<file path="src/hdl/sn2d_pkg.sv">
`default_nettype none
package sn2d_pkg;

    // Hash primes and the hash multiplier.
    localparam logic [63:0] PRIME_X   = 64'h5205402B9270C86F;
    localparam logic [63:0] PRIME_Y   = 64'h598CD327003817B5;
    localparam logic [63:0] HASH_MULT = 64'h53A3F72DEEC546F5;

    // Skew, unskew and falloff constants in Q.22; the output normalizer in Q.16.
    localparam logic signed [23:0] Q22_SKEW              = 24'sd1535222;
    localparam logic signed [23:0] Q22_ROOT_HALF         = 24'sd2965821;
    localparam logic signed [23:0] Q22_ROOT_THREE_HALVES = 24'sd5136952;
    localparam logic signed [23:0] Q22_UNSKEW            = -24'sd886361;
    localparam logic signed [23:0] Q22_UNSKEW_P1         = 24'sd3307943;
    localparam logic signed [23:0] Q22_DIAG              = 24'sd2421583;
    localparam logic signed [23:0] Q22_RSQ               = 24'sd2097152;
    localparam logic signed [25:0] Q22_A1_SLOPE          = -26'sd13231773;
    localparam logic signed [23:0] Q22_A1_BASE           = -24'sd2796203;
    localparam logic signed [23:0] Q16_NORM_INV          = 24'sd6542908;

    // Gradient components in Q1.22.
    localparam logic signed [23:0] GC = 24'sd1605091;
    localparam logic signed [23:0] GS = 24'sd3875032;
    localparam logic signed [23:0] GA = 24'sd547467;
    localparam logic signed [23:0] GB = 24'sd4158421;
    localparam logic signed [23:0] GM = 24'sd2553330;
    localparam logic signed [23:0] GD = 24'sd3327565;

    typedef logic signed [23:0] grad_t;
    typedef logic signed [25:0] ofs_t;
    typedef logic [23:0]        fall_t;
    typedef logic signed [60:0] contrib_t;
    typedef logic signed [51:0] slope_t;

    function automatic logic [4:0] mod24(input logic [6:0] v);
        logic [6:0] r;
        r = v;
        if (r >= 7'd96)
            r = r - 7'd96;
        if (r >= 7'd48)
            r = r - 7'd48;
        if (r >= 7'd24)
            r = r - 7'd24;
        return r[4:0];
    endfunction

    function automatic grad_t grad_x(input logic [4:0] k);
        grad_t g;
        case (k)
            5'd0:  g = GC;
            5'd1:  g = GS;
            5'd2:  g = GS;
            5'd3:  g = GC;
            5'd4:  g = -GC;
            5'd5:  g = -GS;
            5'd6:  g = -GS;
            5'd7:  g = -GC;
            5'd8:  g = GA;
            5'd9:  g = GM;
            5'd10: g = GD;
            5'd11: g = GB;
            5'd12: g = GB;
            5'd13: g = GD;
            5'd14: g = GM;
            5'd15: g = GA;
            5'd16: g = -GA;
            5'd17: g = -GM;
            5'd18: g = -GD;
            5'd19: g = -GB;
            5'd20: g = -GB;
            5'd21: g = -GD;
            5'd22: g = -GM;
            5'd23: g = -GA;
            default: g = '0;
        endcase
        return g;
    endfunction

    function automatic grad_t grad_y(input logic [4:0] k);
        grad_t g;
        case (k)
            5'd0:  g = GS;
            5'd1:  g = GC;
            5'd2:  g = -GC;
            5'd3:  g = -GS;
            5'd4:  g = -GS;
            5'd5:  g = -GC;
            5'd6:  g = GC;
            5'd7:  g = GS;
            5'd8:  g = GB;
            5'd9:  g = GD;
            5'd10: g = GM;
            5'd11: g = GA;
            5'd12: g = -GA;
            5'd13: g = -GM;
            5'd14: g = -GD;
            5'd15: g = -GB;
            5'd16: g = -GB;
            5'd17: g = -GD;
            5'd18: g = -GM;
            5'd19: g = -GA;
            5'd20: g = GA;
            5'd21: g = GM;
            5'd22: g = GD;
            5'd23: g = GB;
            default: g = '0;
        endcase
        return g;
    endfunction

endpackage
`default_nettype wire

</file>
<file path="src/hdl/sn2d_skew.sv">
`default_nettype none
module sn2d_skew (
    input  logic               clk,
    input  logic [1:0]         en,
    input  logic               mode,
    input  logic signed [31:0] x_coord,
    input  logic signed [31:0] y_coord,
    output logic signed [19:0] cell_x,
    output logic signed [19:0] cell_y,
    output logic [21:0]        frac_x,
    output logic [21:0]        frac_y
);
    import sn2d_pkg::*;

    logic signed [32:0] opa;
    logic signed [23:0] coa;
    logic signed [56:0] pa_next, pa_reg;
    logic signed [55:0] pb_next, pb_reg;
    logic signed [31:0] x_reg, y_reg;
    logic               mode_reg;
    logic signed [57:0] xs, ys;

    // Stage one: the skew products.
    always_comb
    begin
        if (mode)
        begin
            opa = {x_coord[31], x_coord};
            coa = Q22_ROOT_HALF;
        end
        else
        begin
            opa = {x_coord[31], x_coord} + {y_coord[31], y_coord};
            coa = Q22_SKEW;
        end
        pa_next = opa * coa;
        pb_next = y_coord * Q22_ROOT_THREE_HALVES;
    end

    always_ff @(posedge clk)
    begin
        if (en[0])
        begin
            pa_reg   <= pa_next;
            pb_reg   <= pb_next;
            x_reg    <= x_coord;
            y_reg    <= y_coord;
            mode_reg <= mode;
        end
    end

    // Stage two: skewed point in Q.38, split into cell and fraction.
    always_comb
    begin
        if (mode_reg)
        begin
            xs = {{2{pb_reg[55]}}, pb_reg} + {pa_reg[56], pa_reg};
            ys = {{2{pb_reg[55]}}, pb_reg} - {pa_reg[56], pa_reg};
        end
        else
        begin
            xs = {{4{x_reg[31]}}, x_reg, 22'b0} + {pa_reg[56], pa_reg};
            ys = {{4{y_reg[31]}}, y_reg, 22'b0} + {pa_reg[56], pa_reg};
        end
    end

    always_ff @(posedge clk)
    begin
        if (en[1])
        begin
            cell_x <= xs[57:38];
            cell_y <= ys[57:38];
            frac_x <= xs[37:16];
            frac_y <= ys[37:16];
        end
    end

endmodule
`default_nettype wire

</file>
<file path="config.mk">
export PLATFORM = sky130hd
export DESIGN_NAME = sn2d_skew
export DESIGN_NICKNAME = d
export VERILOG_FILES = /design/src/hdl/sn2d_pkg.sv /design/src/hdl/sn2d_skew.sv
export SDC_FILE = /design/constraint.sdc
export NUM_CORES = 2
export LEC_CHECK = 0
export ABC_AREA = 0
export BUFFER_PORTS_ARGS = -buffer_cell sky130_fd_sc_hd__clkbuf_2
export CAP_MARGIN = 30
export CORE_ASPECT_RATIO = 0.7
export CORE_MARGIN = 2
export CORE_UTILIZATION = 40
export CTS_CLUSTER_SIZE = 28
export DETAILED_ROUTE_END_ITERATION = 8
export GPL_ROUTABILITY_DRIVEN = 0
export PLACE_DENSITY = 0.52
export SLEW_MARGIN = 20
export SYNTH_ARGS = -nofsm -noshare
export SYNTH_HDL_FRONTEND = slang
export SYNTH_SLANG_ARGS = --single-unit
</file>
<file path="constraint.sdc">
create_clock -name clk -period 30.3 [get_ports clk]
set_clock_uncertainty 0.2 [all_clocks]
set_input_delay 4.545 -clock clk [delete_from_list [all_inputs] [get_ports clk]]
set_output_delay 4.545 -clock clk [all_outputs]
set_load 0.1 [all_outputs]
</file>
==> impl_metrics.py <==
metrics = {
    "yosys": {
        "async_flop_share_pct": 0,
        "synth_top_family_by_area": "adder cells",
        "yosysWarnings": 0,
        "synth.mux.area_fraction_pct": 0.207,
        "ys_seq_elements": 257,
        "synthAdderAreaFrac_pct": 48.1,
        "synth_area_leaders": "fa_1, ha_1, edfxtp_1, inv_1, xnor2_1",
        "synth_edf_count": 257,
        "syn-instance-count": 5387,
        "synthXorXnorAreaFrac_pct": 4.88,
        "syn_area_sq_um": 51300,
        "yosys.area_share.simple_pct": 7.90,
        "synth_compound_gate_area_share_pct": 12.7,
        "yosys_most_used_dff": "edfxtp_1",
        "synth_cell_type_count": 97,
        "synth_top_cell_by_area": "fa_1",
        "yosysSeqAreaShare_pct": 15.1,
        "avgSynthCellArea_sq_um": 9.52,
        "yosysTopAreaCellShare_pct": 32.5,
    },
    "worst_hold_path": {
        "min_from": "pa_reg[19]",
        "min_path_type": "reg2reg",
    },
    "grt": {
        "antenna_found_initial": 5,
        "grt_pass1_vias": 37000,
        "grt_max_degree": 81,
        "grt_usage_pct": 24.0,
        "grt_pass1_wl_mm": 235,
        "overflow": 0,
    },
    "layout": {
        "fin_nets": 7077,
        "largest_register_ffs": 56,
        "ff_latch_area_sq_um": 7720,
        "fill_cells": 12500,
        "area_growth_pct": 7.61,
        "mostFrequentLayoutCell": "inv_1",
        "layout_common_cells": "inv_1, fa_1, ha_1",
        "drive_above_1_share_pct": 5.50,
        "multiInputGateArea_sq_um": 38000,
        "diodes": 0,
    },
    "critical_path": {
        "slowest_delay_ns": 0.60,
        "regToRegStartpoint": "pa_reg[32]",
        "arrival_ns": 15.41,
        "path_max_fanout": 8,
        "critPathSlowestCell": "or4b_1",
        "crit_top_cell": "fa_1",
        "cp-end-kind": "flop",
        "cp-startpoint": "y_coord[0]",
        "criticalPathCategory": "in2reg",
        "worstPathRequired_ns": 30.45,
        "crit_path_start_kind": "primary input",
    },
    "run": {
        "maxCapViolations": 0,
    },
    "drt": {
        "ant_nets": 0,
        "first_pass_iters": 6,
        "routed-via-count": 37200,
        "drt_wl_total_mm": 155,
        "wl_per_cell_microns": 21.5,
        "drc": 0,
        "routed_via_density": 5.15,
        "drt_iter0_drc": 3107,
    },
    "clock_tree": {
        "cts_post_setup_buffers_inserted": 0,
        "cts_tree": "done",
        "cts-root-buf": "clkbuf_16",
        "h-tree-depth": 1,
        "cts.sinks": 257,
        "insertion_delay_ns": 0.65,
        "clkSlewWorstSetupHoldPaths_ns": 0.07,
        "max-clock-path-buffers": 3,
        "post_cts_resized": 0,
        "ctsHoldBuffers": 0,
        "cts_made_buffers": 29,
    },
    "timing": {
        "slew_violations": 0,
        "rsz0062_at_grt": "no",
        "min_period_ns": 15.26,
        "worstMarginPinSlew_ns": 1.00,
        "fin_setup_tns_ns": 0,
        "period_share_pct": 50.4,
        "max_freq_ghz": 0.0655,
        "slew_headroom_pct": 32.4,
        "setup_viol": 0,
        "hold_viol_final": 0,
    },
    "place": {
        "hpwl_mm": 134,
        "place.port_buffers": 151,
    },
    "floorplan": {
        "num_rows": 109,
        "dieWidth_microns": 432,
        "core_sq_um": 127000,
        "ioPinCount": 152,
        "die_h_microns": 304,
        "die_area_sq_um": 131000,
        "start_util_pct": 40.5,
    },
    "run_status": {
        "status": "finished clean",
    },
}
kinds of logic (layout without fill, tap and decap cells):
family,count (synthesis),after routing
mux,10,10
other cells,2,46
simple gates,842,842
fa+ha+maj,1472,1472
flops,257,257
compound gates,1004,1004
xor+xnor,285,285
buf+inv,1515,1643
worst max-delay path, delay by kind of cell:
kind            cells  cell delay [ns]
compound gates      9             2.74
xor+xnor            2             0.22
fa+ha+maj          10             4.33
buf+inv             6             0.81
simple gates        8             2.77
cell usage after synthesis, drive strengths merged, types with 30 or more instances:
| master | number |
|---|---|
| o21a | 35 |
| ha | 640 |
| nand4 | 33 |
| nor2 | 227 |
| and3 | 34 |
| inv | 1406 |
| edfxtp | 257 |
| nor3 | 41 |
| xor2 | 75 |
| a31oi | 30 |
| nor2b | 43 |
| o21bai | 56 |
| fa | 832 |
| clkbuf | 87 |
| a21oi | 331 |
| nand2b | 49 |
| a21o | 170 |
| o21ai | 183 |
| nand3 | 55 |
| xnor2 | 210 |
| nand2 | 248 |
path summary, 6_finish.rpt:
path / slack [ns] / to / depth (start not counted)
max: 15.04 / pa_reg[53] / 35
min: 0.59 / frac_y[3] / 1
max reg2reg: 25.28 / cell_x[13] / 12
min reg2reg: 0.59 / frac_y[3] / 1
cell type report:
| class | count | area share [%] |
|---|---|---|
| multi-input combinational | 3659 | 68.9 |
| sequential | 257 | 14.0 |
| inverter | 1408 | 9.58 |
| tap | 1665 | 3.78 |
| timing repair buffer | 182 | 1.81 |
| clock buffer | 30 | 1.32 |
| clock inverter | 23 | 0.635 |
metrics by stage:
step                      hold slack [ns]  area [sq um]  cells  util, %  setup WS, ns
after floorplan                     0.400         51400   5431        -         16.64
after global placement              0.579         54100   7167     42.7         14.87
after detailed placement            0.565         54100   7169     42.7         14.63
after CTS                           0.575         55200   7222     43.5         15.26
after global routing                0.606         55200   7224     43.5         14.51
final                               0.585         55200   7224     43.5         15.04
metal layers:
metal	global-route usage [%]	vias up	wire length [microns]	part of all wire, %
met5	0	-	8	0.0052
met4	3.72	2	2890	1.9
met3	4.47	112	11700	7.5
met2	33.7	1078	62000	40
met1	38.5	18500	78400	51
li1	-	17600	-	-
Power is not shown: default switching activity piles up to over one toggle a cycle in this logic, so the estimate is an artifact.
