`config.mk`:
```
export PLATFORM = sky130hd
export DESIGN_NAME = sn2d_lattice
export DESIGN_NICKNAME = d
export VERILOG_FILES = /design/src/hdl/sn2d_pkg.sv /design/src/hdl/sn2d_lattice.sv
export SDC_FILE = /design/constraint.sdc
export NUM_CORES = 2
export LEC_CHECK = 0
export BUFFER_PORTS_ARGS = -buffer_cell sky130_fd_sc_hd__clkbuf_2
export CELL_PAD_IN_SITES_DETAIL_PLACEMENT = 2
export CELL_PAD_IN_SITES_GLOBAL_PLACEMENT = 2
export CORE_MARGIN = 1
export CORE_UTILIZATION = 43
export DETAILED_ROUTE_END_ITERATION = 8
export PLACE_DENSITY_LB_ADDON = 0.1
export SLEW_MARGIN = 10
export SYNTH_ARGS = -nofsm -noshare
export SYNTH_HDL_FRONTEND = slang
export SYNTH_SLANG_ARGS = --single-unit
```
`constraint.sdc`:
```
create_clock -name clk -period 11.2 [get_ports clk]
set_input_delay 0 -clock clk [delete_from_list [all_inputs] [get_ports clk]]
set_output_delay 0 -clock clk [all_outputs]
set_load 0.03 [all_outputs]
```
`src/hdl/sn2d_pkg.sv`:
```
`default_nettype none
package sn2d_pkg;

    // Hash primes and the hash multiplier.
    localparam logic [63:0] PRIME_X   = 64'h5205402B9270C86F;
    localparam logic [63:0] PRIME_Y   = 64'h598CD327003817B5;
    localparam logic [63:0] HASH_MULT = 64'h53A3F72DEEC546F5;

    // Skew, unskew and falloff constants in Q.22; the output normalizer in Q.16.
    localparam logic signed [23:0] Q22_SKEW              = 24'sd1535222;
    localparam logic signed [23:0] Q22_ROOT_HALF         = 24'sd2965821;
    localparam logic signed [23:0] Q22_ROOT_THREE_HALVES = 24'sd5136952;
    localparam logic signed [23:0] Q22_UNSKEW            = -24'sd886361;
    localparam logic signed [23:0] Q22_UNSKEW_P1         = 24'sd3307943;
    localparam logic signed [23:0] Q22_DIAG              = 24'sd2421583;
    localparam logic signed [23:0] Q22_RSQ               = 24'sd2097152;
    localparam logic signed [25:0] Q22_A1_SLOPE          = -26'sd13231773;
    localparam logic signed [23:0] Q22_A1_BASE           = -24'sd2796203;
    localparam logic signed [23:0] Q16_NORM_INV          = 24'sd6542908;

    // Gradient components in Q1.22.
    localparam logic signed [23:0] GC = 24'sd1605091;
    localparam logic signed [23:0] GS = 24'sd3875032;
    localparam logic signed [23:0] GA = 24'sd547467;
    localparam logic signed [23:0] GB = 24'sd4158421;
    localparam logic signed [23:0] GM = 24'sd2553330;
    localparam logic signed [23:0] GD = 24'sd3327565;

    typedef logic signed [23:0] grad_t;
    typedef logic signed [25:0] ofs_t;
    typedef logic [23:0]        fall_t;
    typedef logic signed [60:0] contrib_t;
    typedef logic signed [51:0] slope_t;

    function automatic logic [4:0] mod24(input logic [6:0] v);
        logic [6:0] r;
        r = v;
        if (r >= 7'd96)
            r = r - 7'd96;
        if (r >= 7'd48)
            r = r - 7'd48;
        if (r >= 7'd24)
            r = r - 7'd24;
        return r[4:0];
    endfunction

    function automatic grad_t grad_x(input logic [4:0] k);
        grad_t g;
        case (k)
            5'd0:  g = GC;
            5'd1:  g = GS;
            5'd2:  g = GS;
            5'd3:  g = GC;
            5'd4:  g = -GC;
            5'd5:  g = -GS;
            5'd6:  g = -GS;
            5'd7:  g = -GC;
            5'd8:  g = GA;
            5'd9:  g = GM;
            5'd10: g = GD;
            5'd11: g = GB;
            5'd12: g = GB;
            5'd13: g = GD;
            5'd14: g = GM;
            5'd15: g = GA;
            5'd16: g = -GA;
            5'd17: g = -GM;
            5'd18: g = -GD;
            5'd19: g = -GB;
            5'd20: g = -GB;
            5'd21: g = -GD;
            5'd22: g = -GM;
            5'd23: g = -GA;
            default: g = '0;
        endcase
        return g;
    endfunction

    function automatic grad_t grad_y(input logic [4:0] k);
        grad_t g;
        case (k)
            5'd0:  g = GS;
            5'd1:  g = GC;
            5'd2:  g = -GC;
            5'd3:  g = -GS;
            5'd4:  g = -GS;
            5'd5:  g = -GC;
            5'd6:  g = GC;
            5'd7:  g = GS;
            5'd8:  g = GB;
            5'd9:  g = GD;
            5'd10: g = GM;
            5'd11: g = GA;
            5'd12: g = -GA;
            5'd13: g = -GM;
            5'd14: g = -GD;
            5'd15: g = -GB;
            5'd16: g = -GB;
            5'd17: g = -GD;
            5'd18: g = -GM;
            5'd19: g = -GA;
            5'd20: g = GA;
            5'd21: g = GM;
            5'd22: g = GD;
            5'd23: g = GB;
            default: g = '0;
        endcase
        return g;
    endfunction

endpackage
`default_nettype wire

```
`src/hdl/sn2d_lattice.sv`:
```
`default_nettype none
module sn2d_lattice (
    input  logic               clk,
    input  logic [2:0]         en,
    input  logic [63:0]        seed,
    input  logic signed [19:0] cell_x,
    input  logic signed [19:0] cell_y,
    input  logic [21:0]        frac_x,
    input  logic [21:0]        frac_y,
    output logic [63:0]        hash0,
    output logic [63:0]        hash1,
    output logic [63:0]        hash2,
    output sn2d_pkg::ofs_t     dx0,
    output sn2d_pkg::ofs_t     dy0,
    output sn2d_pkg::ofs_t     dx1,
    output sn2d_pkg::ofs_t     dy1,
    output sn2d_pkg::ofs_t     dx2,
    output sn2d_pkg::ofs_t     dy2,
    output sn2d_pkg::slope_t   slope
);
    import sn2d_pkg::*;

    logic signed [52:0] xlo_next, xlo_reg, ylo_next, ylo_reg;
    logic signed [52:0] xhi_full, yhi_full;
    logic [31:0]        xhi_reg, yhi_reg;
    logic signed [23:0] fsum;
    logic signed [47:0] tp_next, tp_reg, tr;
    logic [21:0]        fx_reg, fy_reg;
    logic [63:0]        xp_next, xp_reg, yp_next, yp_reg;
    logic [63:0]        xp1, yp1;
    ofs_t               t_next, t_reg, dx0_next, dx0_reg, dy0_next, dy0_reg;
    logic               upper;

    // Stage three: prime products split in 32-bit halves, unskew product.
    always_comb
    begin
        xlo_next = cell_x * $signed({1'b0, PRIME_X[31:0]});
        ylo_next = cell_y * $signed({1'b0, PRIME_Y[31:0]});
        xhi_full = cell_x * $signed({1'b0, PRIME_X[63:32]});
        yhi_full = cell_y * $signed({1'b0, PRIME_Y[63:32]});
        fsum     = $signed({2'b0, frac_x} + {2'b0, frac_y});
        tp_next  = fsum * Q22_UNSKEW;
    end

    always_ff @(posedge clk)
    begin
        if (en[0])
        begin
            xlo_reg <= xlo_next;
            ylo_reg <= ylo_next;
            xhi_reg <= xhi_full[31:0];
            yhi_reg <= yhi_full[31:0];
            tp_reg  <= tp_next;
            fx_reg  <= frac_x;
            fy_reg  <= frac_y;
        end
    end

    // Stage four: full 64-bit lattice products, first corner offsets.
    always_comb
    begin
        xp_next  = {{11{xlo_reg[52]}}, xlo_reg} + {xhi_reg, 32'b0};
        yp_next  = {{11{ylo_reg[52]}}, ylo_reg} + {yhi_reg, 32'b0};
        tr       = tp_reg + 48'sd2097152;
        t_next   = tr[47:22];
        dx0_next = $signed({4'b0, fx_reg}) + t_next;
        dy0_next = $signed({4'b0, fy_reg}) + t_next;
    end

    always_ff @(posedge clk)
    begin
        if (en[1])
        begin
            xp_reg  <= xp_next;
            yp_reg  <= yp_next;
            t_reg   <= t_next;
            dx0_reg <= dx0_next;
            dy0_reg <= dy0_next;
        end
    end

    // Stage five: the third corner follows the larger of dy0 and dx0.
    always_comb
    begin
        upper = dy0_reg > dx0_reg;
        xp1   = xp_reg + PRIME_X;
        yp1   = yp_reg + PRIME_Y;
    end

    always_ff @(posedge clk)
    begin
        if (en[2])
        begin
            hash0 <= seed ^ xp_reg ^ yp_reg;
            hash1 <= seed ^ xp1 ^ yp1;
            hash2 <= upper ? (seed ^ xp_reg ^ yp1) : (seed ^ xp1 ^ yp_reg);
            dx0   <= dx0_reg;
            dy0   <= dy0_reg;
            dx1   <= dx0_reg - Q22_DIAG;
            dy1   <= dy0_reg - Q22_DIAG;
            dx2   <= upper ? (dx0_reg - Q22_UNSKEW) : (dx0_reg - Q22_UNSKEW_P1);
            dy2   <= upper ? (dy0_reg - Q22_UNSKEW_P1) : (dy0_reg - Q22_UNSKEW);
            slope <= t_reg * Q22_A1_SLOPE;
        end
    end

endmodule
`default_nettype wire

```
==> impl_metrics.env <==
export IMPL_vias=62800
export IMPL_yosysUniqueCellTypes=83
export IMPL_grt_pass1_vias=72300
export IMPL_pre_cts_ws_ns=0.943
export IMPL_ys_top_cells_by_area="edfxtp_1, fa_1, ha_1, inv_1, xnor2_1"
export IMPL_worst_pin_slew_ns=1.29
export IMPL_row_count=165
export IMPL_setup_viol=0
export IMPL_synth_flop_cell="edfxtp_1"
export IMPL_ctsResizeCount=0
export IMPL_crit_path_start_kind="input port"
export IMPL_synth_common_cells="inv_1, ha_1, fa_1"
export IMPL_max_freq_mhz=97.5
export IMPL_fp_dieArea_um2=205000
export IMPL_clkSinkCount=824
export IMPL_final_cells=11500
export IMPL_grt_util_all_layers_pct=32.5
export IMPL_fin_nets=11300
export IMPL_slew_violations=0
export IMPL_crit_arrival_ns=10.74
export IMPL_worstPathMaxFanout=6
export IMPL_rsz0062_at_grt="false"
export IMPL_synth_top_area_cell="edfxtp_1"
export IMPL_setup_ws_ns=0.944
export IMPL_layout_drive_gt1_share_pct=9.02
export IMPL_path_class="input port to register"
export IMPL_crit_path_top_delay_cell="o41ai_1"
export IMPL_period_minus_slack_ns=10.26
export IMPL_portBuffers=551
export IMPL_endpoint_kind="register"
export IMPL_netlist_area_um2=87500
export IMPL_globalRouteOverflowTotal=0
export IMPL_dp_cells=11200
export IMPL_regArea_um2=24700
export IMPL_seq_area_frac_synth_pct=28.3
export IMPL_hold_viol_final=0
export IMPL_hp_class="input port to register"
export IMPL_die_height_um=453
export IMPL_syn_num_nets=10500
export IMPL_ant_nets=0
export IMPL_yosysMostFrequentCell="inv_1"
export IMPL_max_stage_delay_ns=0.76
export IMPL_route_detailed_wl_per_inst_um=28.9
export IMPL_wl_mm=332
export IMPL_grt_max_degree=139
export IMPL_drt_first_pass_iters=8
export IMPL_root_buffer="clkbuf_16"
export IMPL_numCtsBuffers=101
export IMPL_path_buf_inv=7
export IMPL_status="complete, no violations"
export IMPL_first_iter_violations=3515
export IMPL_postSynth_asyncResetShare_pct=0
export IMPL_viasPerCell=5.46
export IMPL_place_congestion=0.927
export IMPL_antenna_found_initial=28
export IMPL_period_share_pct=91.6
export IMPL_start_util_pct=43.3
export IMPL_multi_input_area_um2=55600
export IMPL_maxCapViolCount=0
export IMPL_synth_avg_cell_area_um2=11.0
export IMPL_clk_latency_ns=0.77
export IMPL_cp_required_ns=11.68
export IMPL_dp_hpwl_mm=277
export IMPL_synth_seq_cells=824
export IMPL_io_pins=552
export IMPL_grt_pass1_wl_mm=487
export IMPL_synth_edf_count=824
export IMPL_ys_warn_count=0
export IMPL_crit_family="compound AO/OA/AOI/OAI gates"
export IMPL_clk_pin_slew_worst_paths_ns=0.06
export IMPL_core_area_um2=202000
export IMPL_n_fill_cell=20700
export IMPL_slew_headroom_pct=14.1
export IMPL_synth_top_area_share_pct=28.3
export IMPL_area_delta_synth_final_pct=12.4
export IMPL_postCtsSetupRepairBufs=0
export IMPL_die_w_um=453
export IMPL_cts_buffer_depth=3
export IMPL_drc=0
export IMPL_fin_skew_ns=0.0864
export IMPL_syn_inst=7961
export IMPL_cts_tree="yes"
export IMPL_fin_setup_tns_ns=0
export IMPL_htreeDepth=3
-- cells in the final DEF (no fill, tap or decap), types with 17 or more instances in the layout --
cell              n
o21bai_1         52
nor2_1          269
nand2b_1         46
clkbuf_1         18
edfxtp_1        824
a21oi_1         346
a21o_1          166
ha_1           1411
mux2i_1          31
a211oi_1         30
or3_1            22
buf_4            44
o21a_1           52
inv_1          1863
xnor2_1         603
a211o_1          19
clkinv_1         23
nand2_1         230
nand3_1         103
nor2b_1          39
a31oi_1          42
o21ai_0         178
clkinv_2         17
or2_2            25
and2_1           28
xor2_1          192
and3_1           41
fa_1            962
clkbuf_2        548
diode_2          20
nand4_1          38
clkbuf_16       101
nor3_1           62
o21ai_1          25
dlygate4sd3_1   131
-- cell families (layout without fill, tap and decap cells) --
family | after synthesis | count (layout) | synth area share (%)
adder cells (fa/ha/maj) | 2373 | 2373 | 42.2
buffers and inverters | 1922 | 2776 | 8.28
AO/OA/AOI/OAI | 1074 | 1074 | 7.83
AND/OR/NAND/NOR | 940 | 940 | 5.11
flip-flops | 824 | 824 | 28.3
XOR/XNOR | 795 | 795 | 7.95
multiplexers | 33 | 33 | 0.380
other | 0 | 20 | 0
-- worst paths after layout --
kind	endpoint	cells after the start	slack, ns	startpoint
setup / recovery	tp_reg[46]	37	0.94	frac_x[1]
hold / removal	fy_reg[18]	2	0.02	frac_y[18]
setup reg to reg	slope[50]	23	3.03	t_reg[14]
hold reg to reg	xp_reg[17]	0	0.39	xlo_reg[17]
-- cell type report --
class | count | share of cell area [%]
multi-input cells | 5215 | 56.4
flip-flops and latches | 824 | 25.1
inverters | 1866 | 7.12
repair buffers | 728 | 4.54
well taps | 2672 | 3.40
clock buffers | 119 | 2.64
clock inverters | 63 | 0.671
diodes | 20 | 0.0509
-- what timing repair did --
action,CTS,global route
endpoints found under the setup margin,0,0
hold buffers,131,0
hold endpoints to repair,472,0
-- layer usage --
metal / global-route usage, % / part of all wire (%) / wire, um
met1: 40.5 / 41 / 138000
met2: 55.2 / 49 / 162000
met3: 3.19 / 3.4 / 11300
met4: 17.7 / 6.3 / 21000
met5: 0 / 0 / 0
-- stage by stage --
step                      cell area [um2]  utilization (%)  hold slack, ns
final                               98400             48.7          0.0162
after global placement              93800             46.4           0.197
after detailed placement            93800             46.4           0.201
after floorplan                     87500                -          0.0989
after CTS                           98400             48.7        0.000310
after global routing                98400             48.7         0.00874
Power is left out: the tool's default activity adds up to more than one toggle a clock period on the data nets, which glitch-free logic cannot reach.
